[src/rtl/dnlc_pkg.sv]
package dnlc_pkg;

  // Default sizes
  localparam int ENTRIES_DEF    = 32;
  localparam int NAME_BYTES_DEF = 14;
  localparam int NAME_MAX_BYTES = 14;
  localparam int NAME_MAX_W     = NAME_MAX_BYTES * 8;

  // Operation codes
  typedef enum logic [1:0] {
    MODE_LOOKUP = 2'd0,
    MODE_ADD    = 2'd1,
    MODE_INVAL  = 2'd2,
    MODE_CLEAR  = 2'd3
  } mode_t;

  // Input item
  typedef struct packed {
    mode_t        mode;
    logic [15:0]  device;
    logic [31:0]  parent_inode;
    logic [63:0]  name_low;
    logic [47:0]  name_high;
    logic [31:0]  inode_number;
  } in_t;

  // Result item
  typedef struct packed {
    logic         found;
    logic [31:0]  found_inode;
    logic [31:0]  hit_total;
    logic [31:0]  miss_total;
  } out_t;

  // Controller to datapath commands
  typedef struct packed {
    logic load;     // latch a new item
    logic compare;  // compare key against all entries
    logic update;   // write back entries, counters and result
  } cmd_t;

  // Keep the first nbytes bytes, zero every byte after the first zero byte
  function automatic logic [NAME_MAX_W-1:0] normalize_name(
    input logic [NAME_MAX_W-1:0] raw,
    input int                    nbytes
  );
    logic [NAME_MAX_W-1:0] res;
    logic                  ended;
    logic [7:0]            v;
    res   = '0;
    ended = 1'b0;
    for (int b = 0; b < NAME_MAX_BYTES; b++) begin
      v = raw[b*8 +: 8];
      if (b >= nbytes || ended) begin
        v = 8'h00;
      end
      if (v == 8'h00) begin
        ended = 1'b1;
      end
      res[b*8 +: 8] = v;
    end
    return res;
  endfunction

endpackage

[src/rtl/dnlc_ctrl.sv]
module dnlc_ctrl
  import dnlc_pkg::*;
(
  input  logic clk,
  input  logic rst,
  input  logic start,
  output logic busy,
  output logic done,
  output cmd_t cmd
);

  typedef enum logic [2:0] {
    ST_IDLE = 3'b001,
    ST_COMP = 3'b010,
    ST_UPD  = 3'b100
  } state_t;

  state_t state, state_next;
  logic   accept;

  // Only the compare cycle blocks a new item; update overlaps the next load
  assign busy   = (state == ST_COMP);
  assign accept = start && !busy;

  assign cmd.load    = accept;
  assign cmd.compare = (state == ST_COMP);
  assign cmd.update  = (state == ST_UPD);

  // Next state
  always_comb begin
    state_next = state;
    unique case (state)
      ST_IDLE: if (accept) state_next = ST_COMP;
      ST_COMP: state_next = ST_UPD;
      ST_UPD:  state_next = accept ? ST_COMP : ST_IDLE;
      default: state_next = ST_IDLE;
    endcase
  end

  // State and result strobe
  always_ff @(posedge clk) begin
    if (rst) begin
      state <= ST_IDLE;
      done  <= 1'b0;
    end else begin
      state <= state_next;
      done  <= (state == ST_UPD);
    end
  end

`ifndef ASSERT_OFF
  a_accept_to_comp: assert property (@(posedge clk) disable iff (rst)
    accept |=> (state == ST_COMP))
    else $error("accepted item did not enter compare");
  a_comp_to_upd: assert property (@(posedge clk) disable iff (rst)
    (state == ST_COMP) |=> (state == ST_UPD))
    else $error("compare not followed by update");
  a_upd_to_done: assert property (@(posedge clk) disable iff (rst)
    (state == ST_UPD) |=> done)
    else $error("update did not strobe a result");
`endif

endmodule

[config.mk]
export PLATFORM = sky130hd
export DESIGN_NAME = dnlc_ctrl
export DESIGN_NICKNAME = d
export VERILOG_FILES = /design/src/rtl/dnlc_pkg.sv /design/src/rtl/dnlc_ctrl.sv
export SDC_FILE = /design/constraint.sdc
export NUM_CORES = 1
export LEC_CHECK = 0
export BUFFER_PORTS_ARGS = -buffer_cell sky130_fd_sc_hd__clkbuf_2
export CAP_MARGIN = 20
export CORE_AREA = 2 2 39 41
export CTS_CLUSTER_SIZE = 20
export DETAILED_ROUTE_END_ITERATION = 8
export DIE_AREA = 0 0 41 43
export PLACE_DENSITY_LB_ADDON = 0.08
export SLEW_MARGIN = 10
export SYNTH_ARGS = -nofsm -noshare
export SYNTH_HDL_FRONTEND = slang
export SYNTH_SLANG_ARGS = --single-unit
[constraint.sdc]
create_clock -name clk -period 1.4 [get_ports clk]
set_input_delay 0.28 -clock clk [delete_from_list [all_inputs] [get_ports clk]]
set_output_delay 0.28 -clock clk [all_outputs]
set_load 0.03 [all_outputs]
==> impl_metrics.yaml <==
sta:
  tightest_slew_ns: 0.242
  timing.hold.ws_ns: 0.231
  fmax_mhz: 750
  period_share_pct: 95.2
  setup_viol: 0
  maxSlewViolCount: 0
  fin_ws_ns: 0.0669
  skew_ns: 0.000773
  slew_headroom_pct: 83.7
  hold_violations: 0
  rsz0062_at_grt: "yes"
  layout_min_cycle_time_ns: 1.33
worst_hold_path:
  hold_path_end: "state[1]"
  min_path_type: "in -> reg"
  whs_path_depth: 2
  hold_start: "rst"
clock_tree:
  hold_buffers: 0
  cts_tree: "built"
  cts-buffers-inserted: 3
  clockBufferDepth: 2
  clk_pin_slew_worst_paths_ns: 0.04
  clk_latency_ns: 0.23
  htreeDepth: 1
  clockRootBuffer: "clkbuf_4"
  clock_sinks: 4
die:
  die_height_um: 43
  start_util_pct: 14.2
  dieArea_um2: 1760
  core-area_um2: 1380
  fp-row-count: 14
  io_pins: 8
  fp.dieW_um: 41
synthesis:
  ys_warn_count: 0
  synth_async_sr_flop_share_pct: 0
  yosysTopAreaCell: "dfxtp_1"
  netlist_area_um2: 196
  yosysUniqueCellTypes: 11
  synth_edf_count: 0
  syn_inst: 17
  yosysSeqAreaShare_pct: 40.8
  ys_ff_latch: 4
  syn_nets: 20
  synth.top_cells.by_count: "4 x dfxtp_1, 2 x and2_1, 2 x buf_4, 2 x nor3b_2"
  synthFlopType: "dfxtp_1"
  yosysMostFrequentCell: "dfxtp_1"
  yosysTopAreaCellShare_pct: 40.8
  synth_area_per_cell_um2: 11.6
  synth.area.top_cells: "dfxtp_1 41%, nor3b_2 13%, buf_4 7.6%, nor4b_2 7.6%, and2_1 6.4%"
detailed_routing:
  drt_first_iter_violations: 2
  drt-vias-per-instance: 3.43
  avgRoutedWirePerCell_um: 8.79
  drc_errors: 0
  antenna_left: 0
  drtPass1Iterations: 2
  num_vias: 144
  drt_wl_total_um: 369
power_and_ir_drop:
  power.density_nw_per_um2: 1050
  pwr-share-seq_pct: 42.6
  vdd_drop_max_v: 0.000202
  clockPowerShare_pct: 46.6
  switchingPower_mw: 0.0666
  switching_share_pct: 22.3
  p_int_mw: 0.232
  combinationalPowerShare_pct: 10.8
  power_mw: 0.299
  leakage_nw: 0.124
cells_and_area:
  area_growth_syn_to_layout_pct: 44.6
  nNetsFinal: 31
  n_antenna_cell: 0
  drive_gt1_share_pct: 65.4
  fin_util_pct: 20.5
  instances_no_fill: 42
grt:
  grt_use_total_pct: 6.01
  grt_pass1_wl_um: 600
  grt_start_max_net_pins: 6
  grt_pass1_vias: 154
  antenna_found_initial: 0
  gr-total-overflow: 0
worst_setup_path:
  reg2reg_slack_ns: 0.44
  r2r_start: "state[1]"
  required_ns: 1.12
  cp_max_fo: 5
  cpPeakStageDelay_ns: 0.36
  slowest_stage: "dfxtp_4"
  ff2ff_path_depth: 3
  cp.arrival_ns: 1.05
  worstPathCellList: "nor3b_4 > buf_2"
  critPathKind: "reg -> out"
  rr_endpoint: "state[0]"
  start_kind: "flop"
  cp-end-kind: "output pin"
placed_design:
  dp_cells: 38
  place_ws_ns: 0.143
  dp_hpwl_um: 289
  numPortBuffers: 7
  place.gp.congestion: 0.729
status:
  status: "complete, no violations"
job:
  maxCapViolations: 0
==> logic make-up (layout without fill, tap and decap cells) <==
family	count (synthesis)	count (layout)	synth area share, %
compound gates	1	1	3.82
flops	4	4	40.8
simple gates	8	8	41.4
buf+inv	3	12	9.55
xor+xnor	1	1	4.46
==> registers in the layout (all words and copies together), names as in the netlist <==
register	flops
done	1
state	3
==> placed cells by master (no fill, tap or decap) <==
cell type and instances:
clkbuf_4 4, xnor2_1 1, o31ai_1 1, dfxtp_4 1
nor3b_2 1, nor4bb_1 1, and4bb_1 1, buf_4 2
clkbuf_2 3, nor4b_2 1, buf_2 2, and2_1 2
dfxtp_2 2, nor3b_4 1, nor2b_1 1, dfxtp_1 1
inv_1 1
==> how the worst max path moves through the flow <==
stage / end / cells past startpoint / startpoint
final: busy / 2 / state[1]
after global routing: cmd[2] / 3 / state[1]
after CTS: cmd[2] / 3 / state[2]
after detailed placement: cmd[2] / 3 / state[1]
after global placement: busy / 2 / state[1]
after floorplan: cmd[2] / 3 / state[1]
==> worst max-delay path: cells and delay by family, from the launching register on <==
family	cells	cell delay, ns
flops	1	0.36
simple gates	1	0.23
buf+inv	1	0.23
==> per-stage QoR <==
step,setup TNS (ns),cell area [µm²]
floorplan,0,203
global placement,0,243
detailed placement,0,243
CTS,0,282
global route,-0.0627,284
finish,0,284
==> power by group through the flow <==
stage | Sequential, mW | Clock, mW | Combinational, mW
3_5_place_dp | 0.129 | 0 | 0.0303
2_1_floorplan | 0.128 | 0 | 0.0253
4_1_cts | 0.127 | 0.149 | 0.0323
5_1_grt | 0.128 | 0.158 | 0.0350
3_3_place_gp | 0.129 | 0 | 0.0310
6_report | 0.127 | 0.139 | 0.0321
==> per-layer routing <==
| metal | track usage [%] | vias up | share of wire (%) |
|---|---|---|---|
| li1 | - | 76 | - |
| met1 | 6.69 | 63 | 43 |
| met2 | 5.63 | 5 | 51 |
| met3 | 3.14 | 0 | 6.2 |
| met4 | 10.0 | 0 | 0 |
| met5 | 0 | - | 0 |
==> cell type report <==
type / count / area, µm²
Multi-Input combinational cell: 10 / 104
Inverter: 1 / 3.75
Timing Repair Buffer: 8 / 47.5
Sequential cell: 4 / 86.3
Tap cell: 16 / 20.0
Clock buffer: 3 / 22.5
Fill cell: 158 / 1100
==> what timing repair did <==
action	in CTS	in global routing
pin swaps	1	1
resized for setup	4	5
setup endpoints to repair	4	4
setup buffers	1	0
cloned	0	0
Note: power is estimated with default switching activity, not from simulation.
